**src/assert_macros.svh**
```systemverilog
// ----------------------------------------------------------------------------
// assert_macros.svh
// Shared concurrent assertion macros for the echo ranger RTL.
// ----------------------------------------------------------------------------
`ifndef ASSERT_MACROS_SVH
`define ASSERT_MACROS_SVH

// The expression must hold at every clock edge outside reset.
`define ASSERT_ALWAYS(name, clk, rst, expr) \
  name: assert property (@(posedge clk) disable iff (rst) (expr)) \
    else $error("assertion failed");

// When the antecedent holds, the consequent must hold in the following cycle.
`define ASSERT_NEXT(name, clk, rst, ante, cons) \
  name: assert property (@(posedge clk) disable iff (rst) (ante) |=> (cons)) \
    else $error("assertion failed");

`endif

```
**src/uer_pkg.sv**
```systemverilog
// ----------------------------------------------------------------------------
// uer_pkg
// Types and constants shared by the ultrasonic echo ranger modules.
// ----------------------------------------------------------------------------
package uer_pkg;

  localparam int TRIG_W    = 10;
  localparam int TIMEOUT_W = 16;
  localparam int REQ_W     = 2;
  localparam int CHAN_W    = 3;
  localparam int LEVEL_W   = 8;
  localparam int DIST_W    = 8;
  localparam int STATUS_W  = 2;
  localparam int PADDR_W   = 3;
  localparam int PDATA_W   = 32;

  typedef enum logic [REQ_W-1:0] {
    REQ_TICK  = 2'd0,
    REQ_START = 2'd1,
    REQ_READ  = 2'd2
  } req_type_t;

  typedef enum logic [STATUS_W-1:0] {
    ST_IDLE  = 2'd0,
    ST_RISED = 2'd1,
    ST_FELL  = 2'd2,
    ST_ERROR = 2'd3
  } status_t;

  typedef enum logic {
    REG_TRIGGER_TICKS = 1'b0,
    REG_TIMEOUT_TICKS = 1'b1
  } reg_idx_t;

  localparam logic [TRIG_W-1:0]    TRIG_RESET    = 10'd10;
  localparam logic [TIMEOUT_W-1:0] TIMEOUT_RESET = 16'd40000;
  localparam logic [DIST_W-1:0]    DIST_MAX      = 8'd255;

  // Width in ticks per centimeter. Division is a multiply by a rounded-up
  // reciprocal; the rounding error stays below one for all 16-bit widths.
  localparam int CM_DIVISOR  = 58;
  localparam int RECIP_SHIFT = 21;
  localparam logic [TIMEOUT_W-1:0] CM_RECIP =
    16'((2**RECIP_SHIFT + CM_DIVISOR - 1) / CM_DIVISOR);
  localparam int PROD_W = 2 * TIMEOUT_W;
  localparam int QUO_W  = PROD_W - RECIP_SHIFT;

  typedef struct packed {
    logic fire;
    logic tick;
    logic start;
    logic read;
    logic level;
  } chan_cmd_t;

  typedef struct packed {
    status_t              status;
    logic [TIMEOUT_W-1:0] captured;
    logic                 trig_on;
  } chan_view_t;

  typedef struct packed {
    logic [LEVEL_W-1:0]  trigger_levels;
    logic                result_valid;
    logic [CHAN_W-1:0]   result_channel;
    logic [DIST_W-1:0]   distance_cm;
    logic [STATUS_W-1:0] status;
  } rsp_t;

endpackage

```
**src/uer_ifs.sv**
```systemverilog
// ----------------------------------------------------------------------------
// uer_ifs
// Valid/ready stream interfaces for the echo ranger request and response.
// ----------------------------------------------------------------------------
interface uer_req_if;
  import uer_pkg::*;

  logic               valid;
  logic               ready;
  logic [REQ_W-1:0]   req_type;
  logic [CHAN_W-1:0]  channel;
  logic [LEVEL_W-1:0] echo_levels;

  modport source (output valid, req_type, channel, echo_levels, input ready);
  modport sink (input valid, req_type, channel, echo_levels, output ready);
endinterface

interface uer_rsp_if;
  import uer_pkg::*;

  logic                valid;
  logic                ready;
  logic [LEVEL_W-1:0]  trigger_levels;
  logic                result_valid;
  logic [CHAN_W-1:0]   result_channel;
  logic [DIST_W-1:0]   distance_cm;
  logic [STATUS_W-1:0] status;

  modport source (output valid, trigger_levels, result_valid, result_channel,
                  distance_cm, status, input ready);
  modport sink (input valid, trigger_levels, result_valid, result_channel,
                distance_cm, status, output ready);
endinterface

```
**src/uer_channel.sv**
```systemverilog
// ----------------------------------------------------------------------------
// uer_channel
// State of one sensor channel: trigger countdown, echo edge timing, capture.
// ----------------------------------------------------------------------------
`include "assert_macros.svh"

module uer_channel (
  input  logic                           clk,
  input  logic                           rst,
  input  uer_pkg::chan_cmd_t             cmd,
  input  logic [uer_pkg::TRIG_W-1:0]     trigger_ticks,
  input  logic [uer_pkg::TIMEOUT_W-1:0]  timeout_ticks,
  output uer_pkg::chan_view_t            view
);
  import uer_pkg::*;

  status_t              status, status_next;
  logic                 echo_prev, echo_prev_next;
  logic                 armed, armed_next;
  logic [TRIG_W-1:0]    trig_left, trig_left_next;
  logic [TIMEOUT_W-1:0] echo_count, echo_count_next;
  logic [TIMEOUT_W-1:0] captured, captured_next;
  logic [TIMEOUT_W-1:0] count_upd;

  always_comb begin
    status_next     = status;
    echo_prev_next  = echo_prev;
    armed_next      = armed;
    trig_left_next  = trig_left;
    echo_count_next = echo_count;
    captured_next   = captured;
    count_upd       = echo_count;
    if (cmd.tick) begin
      echo_prev_next = cmd.level;
      if (trig_left != '0) begin
        trig_left_next = trig_left - TRIG_W'(1);
        if (trig_left == TRIG_W'(1)) begin
          armed_next = 1'b1;
        end
      end else if (armed) begin
        if (cmd.level && !echo_prev) begin
          status_next     = ST_RISED;
          echo_count_next = '0;
        end else begin
          if (status == ST_RISED) begin
            count_upd = (echo_count >= timeout_ticks) ? timeout_ticks
                                                      : echo_count + TIMEOUT_W'(1);
          end
          echo_count_next = count_upd;
          // A falling edge closes a pulse only if a rise was seen first.
          if (!cmd.level && echo_prev) begin
            if (status == ST_RISED) begin
              captured_next = count_upd;
              status_next   = ST_FELL;
              armed_next    = 1'b0;
            end else begin
              status_next = ST_ERROR;
            end
          end
        end
      end
    end else if (cmd.start) begin
      status_next     = ST_IDLE;
      echo_count_next = '0;
      trig_left_next  = trigger_ticks;
      armed_next      = (trigger_ticks == '0);
    end else if (cmd.read) begin
      armed_next     = 1'b0;
      trig_left_next = '0;
    end
  end

  always_ff @(posedge clk) begin
    if (rst) begin
      status     <= ST_IDLE;
      echo_prev  <= 1'b0;
      armed      <= 1'b0;
      trig_left  <= '0;
      echo_count <= '0;
      captured   <= '0;
    end else if (cmd.fire) begin
      status     <= status_next;
      echo_prev  <= echo_prev_next;
      armed      <= armed_next;
      trig_left  <= trig_left_next;
      echo_count <= echo_count_next;
      captured   <= captured_next;
    end
  end

  assign view.status   = status;
  assign view.captured = captured;
  assign view.trig_on  = (trig_left_next != '0);

  `ASSERT_ALWAYS(a_not_armed_in_trigger, clk, rst, !(armed && (trig_left != '0)))
  `ASSERT_ALWAYS(a_fell_disarmed, clk, rst, !((status == ST_FELL) && armed))
  `ASSERT_NEXT(a_read_disarms, clk, rst, cmd.fire && cmd.read, !armed && (trig_left == '0))

endmodule

```
**src/uer_rsp_fifo.sv**
```systemverilog
// ----------------------------------------------------------------------------
// uer_rsp_fifo
// Two-entry result buffer that decouples the datapath from the receiver.
// ----------------------------------------------------------------------------
`include "assert_macros.svh"

module uer_rsp_fifo (
  input  logic          clk,
  input  logic          rst,
  input  logic          push,
  input  uer_pkg::rsp_t push_data,
  output logic          space,
  output logic          out_valid,
  output uer_pkg::rsp_t out_data,
  input  logic          out_ready
);
  import uer_pkg::*;

  rsp_t       slots [2];
  logic       wr_ptr;
  logic       rd_ptr;
  logic [1:0] count;
  logic       pop;

  assign out_valid = (count != 2'd0);
  assign pop       = out_valid && out_ready;
  // A full buffer still takes a new result in the cycle one is transferred out.
  assign space     = (count != 2'd2) || out_ready;
  assign out_data  = slots[rd_ptr];

  always_ff @(posedge clk) begin
    if (push) begin
      slots[wr_ptr] <= push_data;
    end
  end

  always_ff @(posedge clk) begin
    if (rst) begin
      wr_ptr <= 1'b0;
      rd_ptr <= 1'b0;
      count  <= 2'd0;
    end else begin
      if (push) begin
        wr_ptr <= !wr_ptr;
      end
      if (pop) begin
        rd_ptr <= !rd_ptr;
      end
      count <= count + {1'b0, push} - {1'b0, pop};
    end
  end

  `ASSERT_ALWAYS(a_no_overflow, clk, rst, !(push && (count == 2'd2) && !pop))
  `ASSERT_NEXT(a_push_visible, clk, rst, push, out_valid)
  `ASSERT_ALWAYS(a_count_range, clk, rst, count <= 2'd2)

endmodule

```
**src/ultrasonic_echo_ranger_unit.sv**
```systemverilog
// ----------------------------------------------------------------------------
// ultrasonic_echo_ranger_unit
// Multi-channel ultrasonic ranger: trigger pulses, echo timing, cm readout.
// ----------------------------------------------------------------------------
// Usage:
//   request carries one item per transfer: a microsecond tick with the sampled
//   echo levels, a start on one channel, or a read of one channel.
//   response returns exactly one result per request, in order, with the
//   trigger levels after that item and, for a read, the distance and status.
//   The APB port holds trigger_ticks (offset 0) and timeout_ticks (offset 4);
//   write them only while no request is in flight.
// Timing:
//   A request is registered in the input register on transfer, processed
//   by the channel logic and the distance multiplier there, and its result
//   is written to the result buffer, which offers it on response. One
//   request per cycle is sustained while the buffer has space; all channels
//   update in parallel and the divide by 58 is a single reciprocal multiply.
// Reset clears every channel to idle, unarmed, with counters at zero, and
//   loads the register defaults (10 and 40000).
// Stall: a two-entry result buffer keeps taking requests while a result
//   waits; once both entries and the input register are held, request.ready
//   stays low until response.ready returns and a transfer frees an entry.
// ----------------------------------------------------------------------------
module ultrasonic_echo_ranger_unit #(
  parameter int CHANNELS = 8
) (
  input  logic                          clk,
  input  logic                          rst,
  input  logic                          psel,
  input  logic                          penable,
  input  logic                          pwrite,
  input  logic [uer_pkg::PADDR_W-1:0]   paddr,
  input  logic [uer_pkg::PDATA_W-1:0]   pwdata,
  output logic [uer_pkg::PDATA_W-1:0]   prdata,
  output logic                          pready,
  uer_req_if.sink                       request,
  uer_rsp_if.source                     response
);
  import uer_pkg::*;

  localparam int OUT_CH = (CHANNELS < LEVEL_W) ? CHANNELS : LEVEL_W;

  // Configuration registers.
  logic [TRIG_W-1:0]    trigger_ticks;
  logic [TIMEOUT_W-1:0] timeout_ticks;
  reg_idx_t             reg_idx;

  assign pready  = 1'b1;
  assign reg_idx = reg_idx_t'(paddr[2]);

  always_ff @(posedge clk) begin
    if (rst) begin
      trigger_ticks <= TRIG_RESET;
      timeout_ticks <= TIMEOUT_RESET;
    end else if (psel && penable && pwrite) begin
      case (reg_idx)
        REG_TRIGGER_TICKS: trigger_ticks <= pwdata[TRIG_W-1:0];
        REG_TIMEOUT_TICKS: timeout_ticks <= pwdata[TIMEOUT_W-1:0];
        default: ;
      endcase
    end
  end

  always_comb begin
    case (reg_idx)
      REG_TRIGGER_TICKS: prdata = PDATA_W'(trigger_ticks);
      REG_TIMEOUT_TICKS: prdata = PDATA_W'(timeout_ticks);
      default:           prdata = '0;
    endcase
  end

  // Input register.
  logic               s1_valid;
  logic [REQ_W-1:0]   s1_type;
  logic [CHAN_W-1:0]  s1_channel;
  logic [LEVEL_W-1:0] s1_levels;
  logic               s1_fire;
  logic               fifo_space;

  assign s1_fire       = s1_valid && fifo_space;
  assign request.ready = !s1_valid || s1_fire;

  always_ff @(posedge clk) begin
    if (rst) begin
      s1_valid <= 1'b0;
    end else if (request.ready) begin
      s1_valid <= request.valid;
    end
  end

  always_ff @(posedge clk) begin
    if (request.valid && request.ready) begin
      s1_type    <= request.req_type;
      s1_channel <= request.channel;
      s1_levels  <= request.echo_levels;
    end
  end

  // Channel array.
  logic       is_tick, is_start, is_read, in_range;
  chan_cmd_t  cmd  [CHANNELS];
  chan_view_t view [CHANNELS];
  logic       lvl  [CHANNELS];

  assign is_tick  = (s1_type == REQ_TICK);
  assign is_start = (s1_type == REQ_START);
  assign is_read  = (s1_type == REQ_READ);
  assign in_range = (32'(s1_channel) < CHANNELS);

  for (genvar i = 0; i < CHANNELS; i++) begin : g_chan
    if (i < LEVEL_W) begin : g_lvl
      assign lvl[i] = s1_levels[i];
    end else begin : g_nolvl
      assign lvl[i] = 1'b0;
    end

    assign cmd[i] = '{fire:  s1_fire,
                      tick:  is_tick,
                      start: is_start && (32'(s1_channel) == i),
                      read:  is_read && (32'(s1_channel) == i),
                      level: lvl[i]};

    uer_channel u_chan (
      .clk          (clk),
      .rst          (rst),
      .cmd          (cmd[i]),
      .trigger_ticks(trigger_ticks),
      .timeout_ticks(timeout_ticks),
      .view         (view[i])
    );
  end

  // Read selection and distance conversion.
  status_t              sel_status;
  logic [TIMEOUT_W-1:0] sel_width;
  logic [PROD_W-1:0]    prod;
  logic [QUO_W-1:0]     quo;
  logic [DIST_W-1:0]    dist_fell;
  logic [DIST_W-1:0]    dist_sel;
  logic [LEVEL_W-1:0]   trig;
  rsp_t                 result;

  always_comb begin
    sel_status = ST_IDLE;
    sel_width  = '0;
    for (int i = 0; i < CHANNELS; i++) begin
      if (32'(s1_channel) == i) begin
        sel_status = view[i].status;
        sel_width  = view[i].captured;
      end
    end
  end

  assign prod      = PROD_W'(sel_width) * PROD_W'(CM_RECIP);
  assign quo       = prod[PROD_W-1:RECIP_SHIFT];
  assign dist_fell = (quo > QUO_W'(DIST_MAX)) ? DIST_MAX : quo[DIST_W-1:0];

  always_comb begin
    case (sel_status)
      ST_FELL:  dist_sel = dist_fell;
      ST_RISED: dist_sel = DIST_MAX;
      ST_ERROR: dist_sel = DIST_MAX;
      default:  dist_sel = '0;
    endcase
  end

  always_comb begin
    trig = '0;
    for (int i = 0; i < OUT_CH; i++) begin
      trig[i] = view[i].trig_on;
    end
  end

  always_comb begin
    result                = '0;
    result.trigger_levels = trig;
    if (is_read) begin
      result.result_valid   = 1'b1;
      result.result_channel = s1_channel;
      if (in_range) begin
        result.distance_cm = dist_sel;
        result.status      = sel_status;
      end
    end
  end

  // Result buffer.
  rsp_t out_data;

  uer_rsp_fifo u_fifo (
    .clk      (clk),
    .rst      (rst),
    .push     (s1_fire),
    .push_data(result),
    .space    (fifo_space),
    .out_valid(response.valid),
    .out_data (out_data),
    .out_ready(response.ready)
  );

  assign response.trigger_levels = out_data.trigger_levels;
  assign response.result_valid   = out_data.result_valid;
  assign response.result_channel = out_data.result_channel;
  assign response.distance_cm    = out_data.distance_cm;
  assign response.status         = out_data.status;

endmodule
```
**src/flat_wrapper.sv**
```systemverilog
// flat-port wrapper written by rule: the top's interface ports become plain ports
module ultrasonic_echo_ranger_unit_flat import uer_pkg::*;
#(
  parameter int CHANNELS = 8
)
  (clk, rst, psel, penable, pwrite, paddr, pwdata, prdata, pready, request_valid, request_req_type, request_channel, request_echo_levels, request_ready, response_valid, response_trigger_levels, response_result_valid, response_result_channel, response_distance_cm, response_status, response_ready);
  uer_req_if request_i ();
  uer_rsp_if response_i ();
  input  logic clk;
  input  logic rst;
  input  logic psel;
  input  logic penable;
  input  logic pwrite;
  input  logic [uer_pkg::PADDR_W-1:0] paddr;
  input  logic [uer_pkg::PDATA_W-1:0] pwdata;
  output logic [uer_pkg::PDATA_W-1:0] prdata;
  output logic pready;
  input wire logic [$bits(request_i.valid)-1:0] request_valid;
  input wire logic [$bits(request_i.req_type)-1:0] request_req_type;
  input wire logic [$bits(request_i.channel)-1:0] request_channel;
  input wire logic [$bits(request_i.echo_levels)-1:0] request_echo_levels;
  output wire logic [$bits(request_i.ready)-1:0] request_ready;
  output wire logic [$bits(response_i.valid)-1:0] response_valid;
  output wire logic [$bits(response_i.trigger_levels)-1:0] response_trigger_levels;
  output wire logic [$bits(response_i.result_valid)-1:0] response_result_valid;
  output wire logic [$bits(response_i.result_channel)-1:0] response_result_channel;
  output wire logic [$bits(response_i.distance_cm)-1:0] response_distance_cm;
  output wire logic [$bits(response_i.status)-1:0] response_status;
  input wire logic [$bits(response_i.ready)-1:0] response_ready;
  assign request_i.valid = request_valid;
  assign request_i.req_type = request_req_type;
  assign request_i.channel = request_channel;
  assign request_i.echo_levels = request_echo_levels;
  assign request_ready = request_i.ready;
  assign response_valid = response_i.valid;
  assign response_trigger_levels = response_i.trigger_levels;
  assign response_result_valid = response_i.result_valid;
  assign response_result_channel = response_i.result_channel;
  assign response_distance_cm = response_i.distance_cm;
  assign response_status = response_i.status;
  assign response_i.ready = response_ready;
  ultrasonic_echo_ranger_unit #(.CHANNELS(CHANNELS)) u_core (.clk(clk), .rst(rst), .psel(psel), .penable(penable), .pwrite(pwrite), .paddr(paddr), .pwdata(pwdata), .prdata(prdata), .pready(pready), .request(request_i), .response(response_i));
endmodule
```
**config.mk**
```make
export PLATFORM = sky130hd
export DESIGN_NAME = ultrasonic_echo_ranger_unit_flat
export DESIGN_NICKNAME = d
export VERILOG_FILES = /design/src/uer_pkg.sv /design/src/uer_ifs.sv /design/src/uer_channel.sv /design/src/uer_rsp_fifo.sv /design/src/ultrasonic_echo_ranger_unit.sv /design/src/flat_wrapper.sv
export VERILOG_INCLUDE_DIRS = /design/src /design/src/src
export SDC_FILE = /design/constraint.sdc
export NUM_CORES = 2
export LEC_CHECK = 0
export BUFFER_PORTS_ARGS = -buffer_cell sky130_fd_sc_hd__clkbuf_2
export CORE_MARGIN = 2
export CORE_UTILIZATION = 55
export DETAILED_ROUTE_END_ITERATION = 8
export GPL_ROUTABILITY_DRIVEN = 0
export PLACE_DENSITY = 0.75
export SYNTH_ARGS = -nofsm -noshare
export SYNTH_HDL_FRONTEND = slang
export SYNTH_SLANG_ARGS = --single-unit
```
**constraint.sdc**
```tcl
create_clock -name clk -period 7.7 [get_ports clk]
set_input_delay 0.385 -clock clk [delete_from_list [all_inputs] [get_ports clk]]
set_output_delay 0.385 -clock clk [all_outputs]
set_load 0.02 [all_outputs]
```
==> impl_summary.log <==
[metrics] count of antenna diodes in the layout: 0
[metrics] PD cells: 181.5 nW/um^2
[metrics] final-report hold violation count: 0
[metrics] fraction of layout instances using a drive strength above 1: 9.600%
[metrics] row count: roughly 90
[metrics] fraction of post-synthesis cell area in the top cell type by area: 23.22%
[metrics] number of sinks driven by the clock tree: 457
[metrics] vias in the first global route: 31,873
[metrics] number of synthesized register bits: 457
[metrics] iteration count of the initial detailed-routing pass: 7
[metrics] number of enable-type register cells in the synthesized netlist: between 50 and 60
[metrics] Syn Std Cell Area: 34,480 sq um
[metrics] GRT Overall Usage: around 35%
[metrics] count of pins over their slew limit: 0
[metrics] crit share post-route: a little over nine tenths
[metrics] TritonCTS clock tree: yes
[metrics] antenna violations before repair: 2
[metrics] r2r endpoint: u_core.u_fifo.slots[1][9]
[metrics] VDD IR-drop max: 0.1680 mV
[metrics] clock-pin slew reported for the worst setup and hold paths after clock tree synthesis: 0.06 ns
[metrics] Max-cap violations: 0
[metrics] overall via count from detail_route: 34,741
[metrics] worst r2r src: u_core.s1_channel[0]
[metrics] primary flip-flop cell chosen by synthesis mapping: dfxtp_1
[metrics] critical-path maximum fanout: 8
[metrics] first-pass GRT wire length: 180.1 mm
[metrics] Fill cells: 5,379
[metrics] syn avg cell area: ~8.0 sq um
[metrics] Clk Tree Root Cell: clkbuf_16
[metrics] Async S/R FF share, synth: 0%
[metrics] r2r worst-path depth: 25
[metrics] Starting Density: 55.77%
[metrics] sequential power share: a little under two fifths
[metrics] final setup violating endpoints: 0
[metrics] most numerous cell in the Yosys netlist: nand2_1
[metrics] min-delay src: request_echo_levels[7]
[metrics] main area contributors after synthesis: dfxtp_1, ha_1, a21oi_1
[metrics] DR DRC count: 0
[metrics] Worst Hold Endpoint: u_core.s1_levels[7]
[metrics] post-DR wirelength/cell: approximately 22 um
[metrics] power spent charging and discharging nets: 2189 uW
[metrics] share of total power in combinational logic: 22.9%
[metrics] overflow left after global routing: 0
[metrics] sort of element at the end of the critical path: flop
[metrics] Pint: 4707 uW
[metrics] Yosys cell types: 101
[metrics] Cells on Worst Hold Path: 1
[metrics] Die Footprint: 64,710 sq um
[metrics] y dimension of the die: 254.4 um
[metrics] count of H-tree levels built during CTS: 2
[metrics] most area-hungry cell type in the Yosys netlist: dfxtp_1
[metrics] remaining antenna violation count after routing: 0
[metrics] Syn. warnings: 0
[metrics] total number of nets in the final design: 4,752
[metrics] fin cells: 5,212
[metrics] data required time at the worst endpoint: 8.02 ns
[metrics] pin count of the biggest net entering global routing: 130
[metrics] sequential-to-total area share from yosys stat: 28.19%
[metrics] instance count after placement with tap cells included: 5,093
[metrics] worst-case clock skew: around 0.038 ns
[metrics] Max Clk Rate: 0.1344 GHz
[metrics] maximum buffer depth of the clock tree: 3
[metrics] Inserted Clock Buffers: 51
[metrics] insertion delay of the later-clocked pin in the worst-skew pair: ~0.63 ns
[metrics] Post-Route Setup TNS: 0 ns
[metrics] outcome: finished, final reports clean
[metrics] type of element launching the critical path: flop
[metrics] leakage power of the design: 0.01503 uW
[metrics] Layout Area Growth over Synthesis: 10.20%
[metrics] Port Buffers: 76
[metrics] Worst Max-Slew Pin Slew: 1.197 ns
[metrics] Finished Core Util: 61.46%
[metrics] worst setup path category: reg -> reg
[metrics] class of the tightest hold or removal check: in -> reg
[metrics] number of placed I/O pins: around 110
[metrics] arrival time at the worst endpoint: between 7 and 8 ns
[metrics] power share of the clock group: 39.6%
[metrics] Synth Instances: 4,321
[metrics] standard cell core area: 61,830 sq um
[metrics] switching fraction of total power: about a third
[metrics] max_slew headroom: 20.12%
[metrics] ratio of routed vias to standard cells: around 6.7
[metrics] HPWL Detailed: about 83 mm
[metrics] width of the die: 254.4 um
[metrics] unrepaired setup endpoints after global routing: no
[metrics] initial detailed-routing violation count: approximately 4,600
[metrics] top cells by instance count after synthesis: nand2_1, dfxtp_1, nor2_1
[metrics] total detailed-routing wirelength: roughly 120 mm
[metrics] clock period minus final worst setup slack: 7.442 ns
[metrics] flop-to-flop setup slack: 0.26 ns
[layout by cell type, fill, tap and decap left out, drive strengths merged, types with 76 or more instances in the layout]
| cell type | netlist | layout |
|---|---|---|
| nor3 | 123 | 123 |
| clkbuf | 202 | 140 |
| o21ai | 295 | 295 |
| a21oi | 357 | 357 |
| a211oi | 113 | 113 |
| nor2 | 367 | 367 |
| nand2 | 472 | 472 |
| inv | 259 | 259 |
| ha | 286 | 286 |
| nand3 | 123 | 123 |
| buf | 67 | 114 |
| fa | 76 | 76 |
| dfxtp | 400 | 400 |
[power by group through the flow]
| stage | clock network, uW | logic [uW] | registers (uW) |
|---|---|---|---|
| floorplan | 0 | 1150 | 2600 |
| global placement | 0 | 1480 | 2630 |
| detailed placement | 0 | 1510 | 2640 |
| CTS | 2730 | 1530 | 2590 |
| global route | 2840 | 1760 | 2600 |
| finish | 2730 | 1580 | 2590 |
[what timing repair did]
item | CTS | global route
hold buffers | 26 | 0
gates resized for setup | 0 | 30
hold endpoints to repair | 35 | 0
buffers inserted | 0 | 0
setup endpoints to repair | 0 | 16
[per-layer routing]
| layer | GRT usage, % | up-vias | routed length, um |
|---|---|---|---|
| met2 | 55.58 | 2065 | 51850 |
| li1 | - | 16001 | - |
| met1 | 47.05 | 16300 | 46100 |
| met3 | 7.583 | 375 | 13690 |
| met5 | 0 | - | 0 |
| met4 | 15.09 | 0 | 5428 |
[final cells by class]
type                    count  area, sq um  share of cell area, %
inverters                 266        999.7                  2.631
flip-flops and latches    457         9719                  25.58
repair buffers            215         1524                  4.011
clock inverters            28        407.9                  1.073
well taps                 837         1047                  2.756
multi-input cells        3344        22860                  60.16
clock buffers              65         1441                  3.793
[metrics by stage]
step	instance area [sq um]	hold WS (ns)	power, uW	worst slack (ns)
3_3_place_gp	35800	0.4349	4118	0.2374
2_1_floorplan	34550	0.4159	3744	0.05590
4_1_cts	37910	0.01349	6851	0.06877
6_report	38000	0.03295	6895	0.2584
5_1_grt	38000	0.01973	7195	0.01332
3_5_place_dp	35800	0.4350	4148	0.1051
[flip-flops by register name (all words and copies together), names as in the netlist, named ones only]
name / cells
u_core.s1_levels: 8
u_core.g_chan.u_chan.captured: 128
u_core.g_chan.u_chan.status: 16
u_core.g_chan.u_chan.echo_prev: 8
u_core.u_fifo.rd_ptr: 1
u_core.g_chan.u_chan.armed: 8
u_core.s1_valid: 1
u_core.trigger_ticks: 10
u_core.g_chan.u_chan.echo_count: 128
u_core.g_chan.u_chan.trig_left: 80
u_core.timeout_ticks: 16
u_core.s1_channel: 3
u_core.u_fifo.count: 2
u_core.u_fifo.wr_ptr: 1
u_core.s1_type: 2
u_core.u_fifo.slots: 44
[critical path: stages, from the launching register on]
cell and delay (ns):
edfxtp_1 0.44, buf_4 0.21, mux4_2 0.55, mux2i_1 0.16, buf_4 0.19, inv_1 0.14, fa_1 0.55, inv_1 0.06
fa_1 0.53, inv_1 0.05, fa_1 0.53, fa_1 0.44, fa_1 0.56, inv_1 0.06, fa_1 0.53, inv_1 0.04
ha_1 0.31, nand4_1 0.17, a2111oi_4 0.28, o31ai_4 0.13, a211o_1 0.35, a31oi_1 0.20, xor2_1 0.12, nor4_4 0.21
buf_4 0.19, a31oi_1 0.11
[worst max-delay path by stage]
stage	from	endpoint	slack, ns	cells past startpoint
finish	u_core.s1_channel[0]	u_core.u_fifo.slots[1][9]	0.26	25
floorplan	u_core.s1_channel[1]	u_core.u_fifo.slots[0][9]	0.06	28
global route	u_core.s1_channel[0]	u_core.u_fifo.slots[0][9]	0.01	28
detailed placement	u_core.s1_channel[0]	u_core.u_fifo.slots[1][9]	0.11	25
global placement	u_core.s1_channel[0]	u_core.u_fifo.slots[0][9]	0.24	25
CTS	u_core.s1_channel[0]	u_core.u_fifo.slots[1][9]	0.07	25
[cells by family after synthesis]
family | share of synthesized area, %
multiplexers | 3.357
buffers and inverters | 6.114
XOR/XNOR | 0.8890
adder cells (fa/ha/maj) | 14.82
AO/OA/AOI/OAI | 26.23
AND/OR/NAND/NOR | 20.38
flip-flops | 28.19
other | 0.02178
Power figures use the tool's default switching activity.
